--- config.mk ---
export PLATFORM = sky130hd
export DESIGN_NAME = file_list_record_parser
export DESIGN_NICKNAME = d
export VERILOG_FILES = /design/src/sv/flp_pkg.sv /design/src/sv/file_list_record_parser.sv
export SDC_FILE = /design/constraint.sdc
export NUM_CORES = 2
export LEC_CHECK = 0
export ABC_AREA = 1
export BUFFER_PORTS_ARGS = -buffer_cell sky130_fd_sc_hd__buf_2
export CORE_MARGIN = 2
export CORE_UTILIZATION = 37
export CTS_CLUSTER_SIZE = 12
export DETAILED_ROUTE_END_ITERATION = 12
export GPL_ROUTABILITY_DRIVEN = 0
export GPL_TIMING_DRIVEN = 0
export SLEW_MARGIN = 20
export SYNTH_ARGS = -nofsm -noshare
export SYNTH_HDL_FRONTEND = slang
export SYNTH_SLANG_ARGS = --single-unit
--- constraint.sdc ---
create_clock -name aclk -period 5.6 [get_ports aclk]
set_input_delay 0 -clock aclk [delete_from_list [all_inputs] [get_ports aclk]]
set_output_delay 0 -clock aclk [all_outputs]
set_load 0.01 [all_outputs]
--- src/sv/flp_pkg.sv ---
// shared types and constants of the file list record parser
package flp_pkg;

    // default field widths in bytes
    localparam int COUNT_BYTES_DEF    = 4;
    localparam int TYPE_BYTES_DEF     = 1;
    localparam int SIZE_BYTES_DEF     = 8;
    localparam int NAME_LEN_BYTES_DEF = 2;

    // result kinds, carried on m_tuser
    localparam logic [1:0] KIND_HEADER = 2'd0;
    localparam logic [1:0] KIND_NAME   = 2'd1;
    localparam logic [1:0] KIND_DONE   = 2'd2;
    localparam logic [1:0] KIND_ERROR  = 2'd3;

    // error stages, equal to the decode phase that was open
    localparam logic [2:0] STAGE_COUNT = 3'd0;
    localparam logic [2:0] STAGE_TYPE  = 3'd1;
    localparam logic [2:0] STAGE_SIZE  = 3'd2;
    localparam logic [2:0] STAGE_NLEN  = 3'd3;
    localparam logic [2:0] STAGE_NAME  = 3'd4;

    // output packing
    localparam int RES_DATA_W = 3 + 32 + 8 + 64 + 16 + 8;
    localparam int TDATA_W    = ((RES_DATA_W + 7) / 8) * 8;

    // output queue depth
    localparam int QUEUE_DEPTH = 4;

    typedef struct packed {
        logic [1:0]  result_kind;
        logic [2:0]  error_stage;
        logic [31:0] file_index;
        logic [7:0]  type_code;
        logic [63:0] file_size;
        logic [15:0] name_length;
        logic [7:0]  name_byte;
        logic        name_last;
    } result_t;

endpackage

--- src/sv/file_list_record_parser.sv ---
// file list record parser top level: byte decoder and output queue
//
// Decodes a serialized file list arriving one byte per request on the s_
// channel (s_tlast flags the final byte of the buffer). Layout: a
// little-endian file count, then per record a type, a size and a name
// length (all little-endian, widths set by the *_BYTES parameters) and the
// name bytes. Each record gives a header result once its name length is
// known, then one result per name byte (m_tlast on the last one). After the
// last record a done result carries the file count; later bytes of the same
// buffer are dropped. If the buffer ends before decoding is complete, a
// truncation error names the field being decoded. After the flagged byte
// all state returns to reset, so the next byte opens a new buffer.
// Rate: one input byte per clock. Every byte is decoded in the cycle it is
// accepted, against the decode state registers, and its zero, one or two
// results are written into a four-entry output queue. s_tready is high
// while the queue has room for two results, so the input stalls only when
// the m_ side holds results back; a byte that yields two results fills two
// queue entries. No reset sweep: the block takes bytes right after
// reset.
module file_list_record_parser
    import flp_pkg::*;
#(
    parameter int COUNT_BYTES    = COUNT_BYTES_DEF,
    parameter int TYPE_BYTES     = TYPE_BYTES_DEF,
    parameter int SIZE_BYTES     = SIZE_BYTES_DEF,
    parameter int NAME_LEN_BYTES = NAME_LEN_BYTES_DEF
) (
    input  logic               aclk,
    input  logic               aresetn,
    // input channel
    input  logic               s_tvalid,
    output logic               s_tready,
    input  logic [7:0]         s_tdata,   // data_byte
    input  logic               s_tlast,   // end_of_buffer
    // result channel
    output logic               m_tvalid,
    input  logic               m_tready,
    // error_stage[2:0], file_index[34:3], type_code[42:35], file_size[106:43],
    // name_length[122:107], name_byte[130:123], zero pad above
    output logic [TDATA_W-1:0] m_tdata,
    output logic [1:0]         m_tuser,   // result_kind
    output logic               m_tlast    // name_last
);

    // decode phases, coded as the error stage they report
    typedef enum logic [2:0] {
        PH_COUNT = 3'd0,
        PH_TYPE  = 3'd1,
        PH_SIZE  = 3'd2,
        PH_NLEN  = 3'd3,
        PH_NAME  = 3'd4,
        PH_DONE  = 3'd5
    } phase_t;

    localparam int PTR_W = $clog2(QUEUE_DEPTH);
    localparam int CNT_W = $clog2(QUEUE_DEPTH + 1);

    // decode state
    phase_t      phase_reg, phase_next;
    logic [2:0]  fbyte_reg, fbyte_next;     // bytes of the open field so far
    logic [63:0] asm_reg, asm_next;         // field under assembly
    logic [31:0] total_reg, total_next;
    logic [31:0] index_reg, index_next;
    logic [7:0]  type_reg, type_next;
    logic [63:0] size_reg, size_next;
    logic [15:0] nlen_reg, nlen_next;
    logic [15:0] left_reg, left_next;       // name bytes still to come

    // output queue
    result_t              queue_reg [QUEUE_DEPTH];
    logic [PTR_W-1:0]     wr_ptr_reg, rd_ptr_reg;
    logic [CNT_W-1:0]     fill_reg;

    logic        take, pop;
    logic [63:0] field_val;
    logic [3:0]  fbyte_inc, field_w;
    logic        field_full, last_record;
    logic [15:0] left_dec;
    logic        prim_v, sec_v;
    result_t     prim, sec, slot0, slot1;
    logic [1:0]  push_cnt;

    assign take = s_tvalid && s_tready;
    assign pop  = m_tvalid && m_tready;

    // room for the worst case of two results per byte
    assign s_tready = fill_reg <= CNT_W'(QUEUE_DEPTH - 2);

    // field assembly: drop the byte in at its little-endian place
    assign field_val = asm_reg | (64'(s_tdata) << {fbyte_reg, 3'b000});
    assign fbyte_inc = {1'b0, fbyte_reg} + 4'd1;

    always_comb begin
        unique case (phase_reg)
            PH_COUNT: field_w = 4'(COUNT_BYTES);
            PH_TYPE:  field_w = 4'(TYPE_BYTES);
            PH_SIZE:  field_w = 4'(SIZE_BYTES);
            PH_NLEN:  field_w = 4'(NAME_LEN_BYTES);
            default:  field_w = 4'd1;
        endcase
    end

    assign field_full  = fbyte_inc >= field_w;
    // current record is the last one of the list
    assign last_record = ({1'b0, index_reg} + 33'd1) >= {1'b0, total_reg};
    assign left_dec    = (left_reg == 16'd0) ? 16'd0 : left_reg - 16'd1;

    always_comb begin
        phase_next = phase_reg;
        fbyte_next = fbyte_reg;
        asm_next   = asm_reg;
        total_next = total_reg;
        index_next = index_reg;
        type_next  = type_reg;
        size_next  = size_reg;
        nlen_next  = nlen_reg;
        left_next  = left_reg;
        prim_v     = 1'b0;
        sec_v      = 1'b0;
        prim       = '0;
        sec        = '0;

        // shared byte counting for the fixed-width fields
        if (phase_reg != PH_NAME && phase_reg != PH_DONE) begin
            if (field_full) begin
                fbyte_next = 3'd0;
                asm_next   = '0;
            end else begin
                fbyte_next = fbyte_inc[2:0];
                asm_next   = field_val;
            end
        end

        unique case (phase_reg)
            PH_COUNT: begin
                if (field_full) begin
                    total_next = field_val[31:0];
                    index_next = '0;
                    if (field_val[31:0] == 32'd0) begin
                        // empty list: done right away
                        prim_v           = 1'b1;
                        prim.result_kind = KIND_DONE;
                        phase_next       = PH_DONE;
                    end else begin
                        phase_next = PH_TYPE;
                    end
                end
            end
            PH_TYPE: begin
                if (field_full) begin
                    type_next  = field_val[7:0];
                    phase_next = PH_SIZE;
                end
            end
            PH_SIZE: begin
                if (field_full) begin
                    size_next  = field_val;
                    phase_next = PH_NLEN;
                end
            end
            PH_NLEN: begin
                if (field_full) begin
                    nlen_next        = field_val[15:0];
                    left_next        = field_val[15:0];
                    prim_v           = 1'b1;
                    prim.result_kind = KIND_HEADER;
                    prim.file_index  = index_reg;
                    prim.type_code   = type_reg;
                    prim.file_size   = size_reg;
                    prim.name_length = field_val[15:0];
                    if (field_val[15:0] != 16'd0) begin
                        phase_next = PH_NAME;
                    end else if (last_record) begin
                        // empty name on the last record
                        sec_v           = 1'b1;
                        sec.result_kind = KIND_DONE;
                        sec.file_index  = total_reg;
                        phase_next      = PH_DONE;
                    end else begin
                        index_next = index_reg + 32'd1;
                        phase_next = PH_TYPE;
                    end
                end
            end
            PH_NAME: begin
                prim_v           = 1'b1;
                prim.result_kind = KIND_NAME;
                prim.file_index  = index_reg;
                prim.type_code   = type_reg;
                prim.file_size   = size_reg;
                prim.name_length = nlen_reg;
                prim.name_byte   = s_tdata;
                prim.name_last   = left_reg <= 16'd1;
                left_next        = left_dec;
                if (left_dec == 16'd0) begin
                    if (last_record) begin
                        sec_v           = 1'b1;
                        sec.result_kind = KIND_DONE;
                        sec.file_index  = total_reg;
                        phase_next      = PH_DONE;
                    end else begin
                        index_next = index_reg + 32'd1;
                        phase_next = PH_TYPE;
                    end
                end
            end
            default: begin
                // trailing bytes after done are dropped
                phase_next = PH_DONE;
            end
        endcase

        // buffer end: report truncation, then back to reset
        if (s_tlast) begin
            if (phase_next != PH_DONE) begin
                sec_v           = 1'b1;
                sec.result_kind = KIND_ERROR;
                sec.error_stage = phase_next;
                sec.file_index  = (phase_next == PH_COUNT) ? 32'd0 : index_next;
            end
            phase_next = PH_COUNT;
            fbyte_next = '0;
            asm_next   = '0;
            total_next = '0;
            index_next = '0;
            type_next  = '0;
            size_next  = '0;
            nlen_next  = '0;
            left_next  = '0;
        end
    end

    // pack the results into consecutive queue slots
    assign slot0    = prim_v ? prim : sec;
    assign slot1    = sec;
    assign push_cnt = take ? ({1'b0, prim_v} + {1'b0, sec_v}) : 2'd0;

    always_ff @(posedge aclk) begin
        if (!aresetn) begin
            phase_reg  <= PH_COUNT;
            fbyte_reg  <= '0;
            asm_reg    <= '0;
            total_reg  <= '0;
            index_reg  <= '0;
            type_reg   <= '0;
            size_reg   <= '0;
            nlen_reg   <= '0;
            left_reg   <= '0;
            wr_ptr_reg <= '0;
            rd_ptr_reg <= '0;
            fill_reg   <= '0;
        end else begin
            if (take) begin
                phase_reg <= phase_next;
                fbyte_reg <= fbyte_next;
                asm_reg   <= asm_next;
                total_reg <= total_next;
                index_reg <= index_next;
                type_reg  <= type_next;
                size_reg  <= size_next;
                nlen_reg  <= nlen_next;
                left_reg  <= left_next;
            end
            wr_ptr_reg <= wr_ptr_reg + PTR_W'(push_cnt);
            if (pop) begin
                rd_ptr_reg <= rd_ptr_reg + PTR_W'(1);
            end
            fill_reg <= fill_reg + CNT_W'(push_cnt) - CNT_W'(pop);
        end
    end

    // queue storage, payload only
    always_ff @(posedge aclk) begin
        if (push_cnt != 2'd0) begin
            queue_reg[wr_ptr_reg] <= slot0;
        end
        if (push_cnt == 2'd2) begin
            queue_reg[wr_ptr_reg + PTR_W'(1)] <= slot1;
        end
    end

    // queue head drives the result channel
    assign m_tvalid = fill_reg != '0;
    assign m_tuser  = queue_reg[rd_ptr_reg].result_kind;
    assign m_tlast  = queue_reg[rd_ptr_reg].name_last;
    assign m_tdata  = {
        (TDATA_W - RES_DATA_W)'(0),
        queue_reg[rd_ptr_reg].name_byte,
        queue_reg[rd_ptr_reg].name_length,
        queue_reg[rd_ptr_reg].file_size,
        queue_reg[rd_ptr_reg].type_code,
        queue_reg[rd_ptr_reg].file_index,
        queue_reg[rd_ptr_reg].error_stage
    };

endmodule

# Word-level counts from Yosys, hierarchy flattened

Memories as Yosys holds them, arrays and structs flattened. A register that Yosys moved wholly into a read port is not among the register bits.
Index checks and enable logic that the tools add are counted.

Reductions and logical operators: 24
Eq/ne operators: 9
Shift-type cells: 1
Add/sub/neg operators: 10
Bitwise operators: 1
Multiplexer cells: 77
Order comparisons: 4

Operators by type and width:

| kind                                                                   | number |
|---|---|
| 32-bit 2-to-1 mux                                                      | 14 |
| 64-bit 2-to-1 mux                                                      | 6 |
| 120-bit one-hot mux with 2 select lines                                | 1 |
| 134-bit 2-to-1 mux                                                     | 1 |
| 120-bit 2-to-1 mux                                                     | 1 |
| 32-bit one-hot mux with 3 select lines                                 | 1 |
| 16-bit 2-to-1 mux                                                      | 5 |
| 37-bit 2-to-1 mux                                                      | 2 |
| 64-bit bitwise OR                                                      | 1 |
| 32-bit one-hot mux with 2 select lines                                 | 1 |
| 8-bit by 6-bit left shift with 64-bit output                           | 1 |
| 3-bit 2-to-1 mux                                                       | 12 |
| 32-bit by 1-bit adder with 33-bit output, second input constant        | 1 |
| 33-bit by 32-bit greater-or-equal comparator with 1-bit output         | 1 |
| 32-bit by 1-bit adder with 32-bit output, second input constant        | 1 |
| 16-bit zero test                                                       | 2 |
| 32-bit zero test                                                       | 1 |
| 16-bit one-hot mux with 2 select lines                                 | 1 |
| 8-bit 2-to-1 mux                                                       | 3 |
| 2-bit 2-to-1 mux                                                       | 9 |
| 16-bit by 1-bit <= comparator with 1-bit output, second input constant | 1 |
| 16-bit nonzero test                                                    | 1 |
| 16-bit by 1-bit subtractor with 16-bit output, second input constant   | 1 |
| 3-bit one-hot mux with 5 select lines                                  | 1 |
| other kinds (25)                                                       | 57 |

Memories kept: 1
Flip-flop bits (word level): 245
Logic and storage cells: 139
Input bits: 13
Output and inout port bits: 141
Memory bits (writable): 536

Memories:

| name      | words | width | read ports | clocked after memory_dff | wr ports | RTL line                      | source |
|---|---|---|---|---|---|---|---|
| queue_reg | 4     | 134   | 1          | 1                        | 2        | file_list_record_parser.sv:70 | `result_t queue_reg [QUEUE_DEPTH];` |

# Longest topological paths before layout

Depth in word-level cells: 14
Depth in mapped cells: 39
Mapped depth without buffers: 39

# Least setup slack after synthesis

OpenSTA, ideal clock, no wires.

Path type: flip-flop to flip-flop
From: register index_reg[0]
To: memory queue_reg[3][129] (netlist name) (data pin)
Setup time: 0.145 ns
Arrival: 6.103 ns
Buffers on the path: 2
Clock period less this slack: 6.248 ns
Data required time: 5.455 ns
Cell stages (with the launch flop): 39
Path slack: -0.648 ns
Cells stage by stage: dfxtp_1 > ha_1 > nand2_1 > nor2_1 > nand2_1 > nor3_1 > nand4_1 > nor2_1 > nand2_1 > nor2_1 > xnor2_1 > inv_1 > ha_1 > nand2_1 > nor2_1 > nand2_1 > nor2_1 > nand2_1 > [3 not listed] > inv_4 > nand2_2 > nand2_4 > nand2_4 > nand2_4 > a21oi_2 > inv_1 > ha_1 > inv_1 > nor2_1 > nor2_1 > nor2_1 > inv_1 > clkbuf_1 > clkbuf_1 > nand2_1 > o21ai_0 > nor2_1

RTL lines:

| element                | RTL line                       | source |
|---|---|---|
| from (decl)            | file_list_record_parser.sv:63  | `logic [31:0] index_reg, index_next;` |
| from (signal assigned) | file_list_record_parser.sv:258 | `index_reg <= index_next;` |
| to (decl)              | file_list_record_parser.sv:70  |  |

==> flow_summary.json <==
{
  "track_usage_pct": 26.9,
  "cellLeakagePower_nw": 16.8,
  "largest_register_ffs": 536,
  "dr.pass1.iters": 9,
  "final-hold-violation-count": 0,
  "route.vias.total": 37340,
  "worst_ep_required_time_ns": 5.96,
  "ctsLongestPathBuffers": 3,
  "clock_insertion_delay_worst_skew_ns": 0.67,
  "worstSetupPathType": "flip-flop to flip-flop",
  "period_needed_ns": 5.50,
  "port_buffers": 148,
  "grt_overflow": 0,
  "post_synth_inst_count": 5023,
  "cts_htree_levels": 3,
  "effective_utilization_at_floorplan_pct": 37.1,
  "longest_individual_stage_delay_on_the_worst_path_ns": 0.38,
  "top_reg_cell_synth": "sky130_fd_sc_hd__dfxtp_1",
  "ios": 154,
  "avgSynthCellArea_um2": 7.37,
  "die_height_um": 320,
  "period_share_pct": 98.2,
  "cpMaxStageDelayCell": "sky130_fd_sc_hd__dfxtp_4",
  "critPathTopFamily": "simple AND/OR/NAND/NOR gates",
  "synth.ff_latch_count": 783,
  "powerDensity_nw_per_um2": 348,
  "core_area_um2": 99700,
  "hold_path.class": "input port to flip-flop",
  "detail_route.drc_violations": 0,
  "wire_length_of_the_first_global_routing_pass_mm": 213,
  "layout-drive-gt1-share_pct": 11.1,
  "fraction_of_the_yosys_area_taken_by_sequential_cells_pct": 46.3,
  "internal_power_mw": 10.2,
  "worst_setup_hold_path_clk_slew_ns": 0.06,
  "clock-sinks": 783,
  "clock-root-buffer": "sky130_fd_sc_hd__clkbuf_16",
  "drt_iter0_markers": 4061,
  "rows": 116,
  "ff2ff_setup_slack_ns": 0.1,
  "r2r_cells": 33,
  "min_delay_path_depth": 4,
  "worst_hold_endpoint": "wr_ptr_reg[1]",
  "fp.dieW_um": 320,
  "seqPwrFrac_pct": 39.1,
  "power_frac_comb_pct": 22.5,
  "area.growth.synth_to_final_pct": 17.7,
  "grt_start_max_net_pins": 20,
  "drtAntennaViolNets": 0,
  "synth_cell_type_count": 49,
  "viasPerCell": 5.59,
  "finalSetupTns_ns": 0,
  "irDropWorstVdd_v": 0.000227,
  "crit-reg2reg-launch": "index_reg[1]",
  "final_cell_mix": "sky130_fd_sc_hd__nand2_1 (1061), sky130_fd_sc_hd__o21ai_0 (787), sky130_fd_sc_hd__dfxtp_1 (631)",
  "synthArstFlopShare_pct": 0,
  "vias_in_the_first_global_route": 34442,
  "end_kind": "flip-flop",
  "worstHoldStart": "s_tvalid",
  "power_switching_mw": 5.00,
  "cp.depth": 33,
  "tritoncts_clock_tree": "yes",
  "antenna_found_initial": 1,
  "drv_cap": 0,
  "critical_path.reg2reg.endpoint": "queue_reg[3][99]",
  "sw_frac_of_total_pct": 32.9,
  "layout_commonest_cell": "sky130_fd_sc_hd__nand2_1",
  "filler_cell_count": 10081,
  "cts_buf_count": 87,
  "wire_per_inst_um": 21.3,
  "yosys_warnings": 0,
  "tightestPinTransition_ns": 1.16,
  "worst_hold_slack_ns": 0.126,
  "clock_skew_ns": 0.0336,
  "synth_edf_count": 148,
  "totalWireLength_mm": 142,
  "maxSlewHeadroom_pct": 22.9,
  "pwr-share-clk_pct": 38.4,
  "status": "finished, final reports clean",
  "critical_path.max_fanout": 10,
  "dp_hpwl_mm": 101,
  "critPathLaunchType": "flip-flop",
  "syn_area_um2": 37000,
  "critPathMostFrequentCell": "sky130_fd_sc_hd__nor2_4",
  "dieArea_um2": 103000,
  "nets": 5379,
  "finalSetupViolCount": 0,
  "maxClockFrequency_mhz": 182,
  "critPathBufInv": 9,
  "crit_arrival_ns": 5.86,
  "slew_violations": 0
}
==> cell type report <==
| type | instances | area [um^2] | area share (%) |
|---|---|---|---|
| Clock buffer | 122 | 2500 | 5.74 |
| Clock inverter | 31 | 367 | 0.841 |
| Buffer | 400 | 1940 | 4.45 |
| Multi-Input combinational cell | 3590 | 17700 | 40.6 |
| Tap cell | 1298 | 1620 | 3.73 |
| Antenna cell | 2 | 5.00 | 0.0115 |
| Inverter | 257 | 980 | 2.25 |
| Timing Repair Buffer | 200 | 1330 | 3.05 |
| Sequential cell | 783 | 17200 | 39.4 |
==> synthesized netlist by cell type, types with 5 or more instances <==
library cell	number	area, um^2
sky130_fd_sc_hd__buf_6	5	56.3
sky130_fd_sc_hd__nor3_1	53	265
sky130_fd_sc_hd__buf_4	9	67.6
sky130_fd_sc_hd__clkinv_1	5	18.8
sky130_fd_sc_hd__nand4_1	11	68.8
sky130_fd_sc_hd__xnor2_1	7	61.3
sky130_fd_sc_hd__o21a_1	10	75.1
sky130_fd_sc_hd__ha_1	46	576
sky130_fd_sc_hd__o31ai_1	24	180
sky130_fd_sc_hd__dfxtp_1	635	12700
sky130_fd_sc_hd__buf_2	40	200
sky130_fd_sc_hd__a31oi_1	17	106
sky130_fd_sc_hd__o22ai_1	134	838
sky130_fd_sc_hd__nand3_1	539	2700
sky130_fd_sc_hd__a21o_1	6	45.0
sky130_fd_sc_hd__nor2_1	478	1790
sky130_fd_sc_hd__nor2_2	9	56.3
sky130_fd_sc_hd__nand2_2	21	131
sky130_fd_sc_hd__edfxtp_1	148	4440
sky130_fd_sc_hd__xor2_1	25	219
sky130_fd_sc_hd__clkbuf_1	298	1120
sky130_fd_sc_hd__nand2_4	6	67.6
sky130_fd_sc_hd__buf_1	49	184
sky130_fd_sc_hd__inv_1	240	901
sky130_fd_sc_hd__inv_2	11	41.3
sky130_fd_sc_hd__nand2_1	1073	4030
sky130_fd_sc_hd__o21ai_0	792	3960
sky130_fd_sc_hd__a21oi_1	248	1240
sky130_fd_sc_hd__o21ai_4	21	342
sky130_fd_sc_hd__o21bai_1	11	82.6
sky130_fd_sc_hd__nand3_2	8	80.1
sky130_fd_sc_hd__a22oi_1	14	105
==> power groups by stage <==
stage,registers (mW),clock network (mW),logic [mW]
2_1_floorplan,6.03,0,1.89
3_3_place_gp,6.06,0,3.26
3_5_place_dp,6.06,0,3.28
4_1_cts,5.93,5.86,3.37
5_1_grt,5.95,6.10,3.69
6_report,5.94,5.82,3.41
==> worst reg2reg max path, delay by kind of cell, from the launching register on <==
family          cells  cell delay [ns]
compound gates      5             0.72
fa+ha+maj           3             0.67
xor+xnor            1             0.13
simple gates       15             2.10
flops               1             0.38
buf+inv             9             1.21
==> logic make-up (layout without fill, tap and decap cells) <==
logic type	Yosys count	after routing	synth area share, %
xor gates and xnor gates	32	32	0.757
other	1	7	0.0101
buffers and inverters	658	1010	7.01
and+or+nand+nor	2209	2213	25.1
AOI/OAI and AO/OA	1293	1293	19.2
adders and majority gates	47	47	1.61
DFF	783	783	46.3
==> worst max path at each step <==
stage	start	end	slack [ns]
2_1_floorplan	index_reg[0]	queue_reg[1][129]	0.03
3_3_place_gp	index_reg[0]	queue_reg[3][131]	-3.54
3_5_place_dp	index_reg[0]	queue_reg[3][131]	-3.25
4_1_cts	index_reg[1]	queue_reg[2][129]	0.01
5_1_grt	index_reg[1]	queue_reg[3][99]	-0.05
6_report	index_reg[1]	queue_reg[3][99]	0.1
==> stage by stage <==
step,utilization [%],setup WS [ns],instances,total power [mW],cell area [um^2]
floorplan,-,0.0339,5027,7.92,37100
detailed placement,39.7,-3.25,6477,9.34,39600
CTS,43.5,0.0130,6668,15.2,43300
global placement,39.6,-3.54,6473,9.31,39400
finish,43.7,0.100,6683,15.2,43600
global route,43.7,-0.0513,6681,15.7,43600
==> what timing repair did <==
item / 4_1_cts / 5_1_grt
pin swaps: 12 / 20
endpoints found under the setup margin: 689 / 686
resized for setup: 155 / 61
endpoints found under the hold margin: 94 / 0
gates cloned: 6 / 0
hold buffers: 10 / 0
setup buffers: 23 / 13
==> metal layers <==
layer / global-route usage, % / up-vias / routed length (um)
met5: 0 / - / 13
met4: 11.1 / 2 / 6360
met3: 4.61 / 320 / 11600
met2: 42.6 / 1725 / 63600
met1: 36.4 / 17748 / 60600
li1: - / 17545 / -
Note: power is estimated with default switching activity, not from simulation.
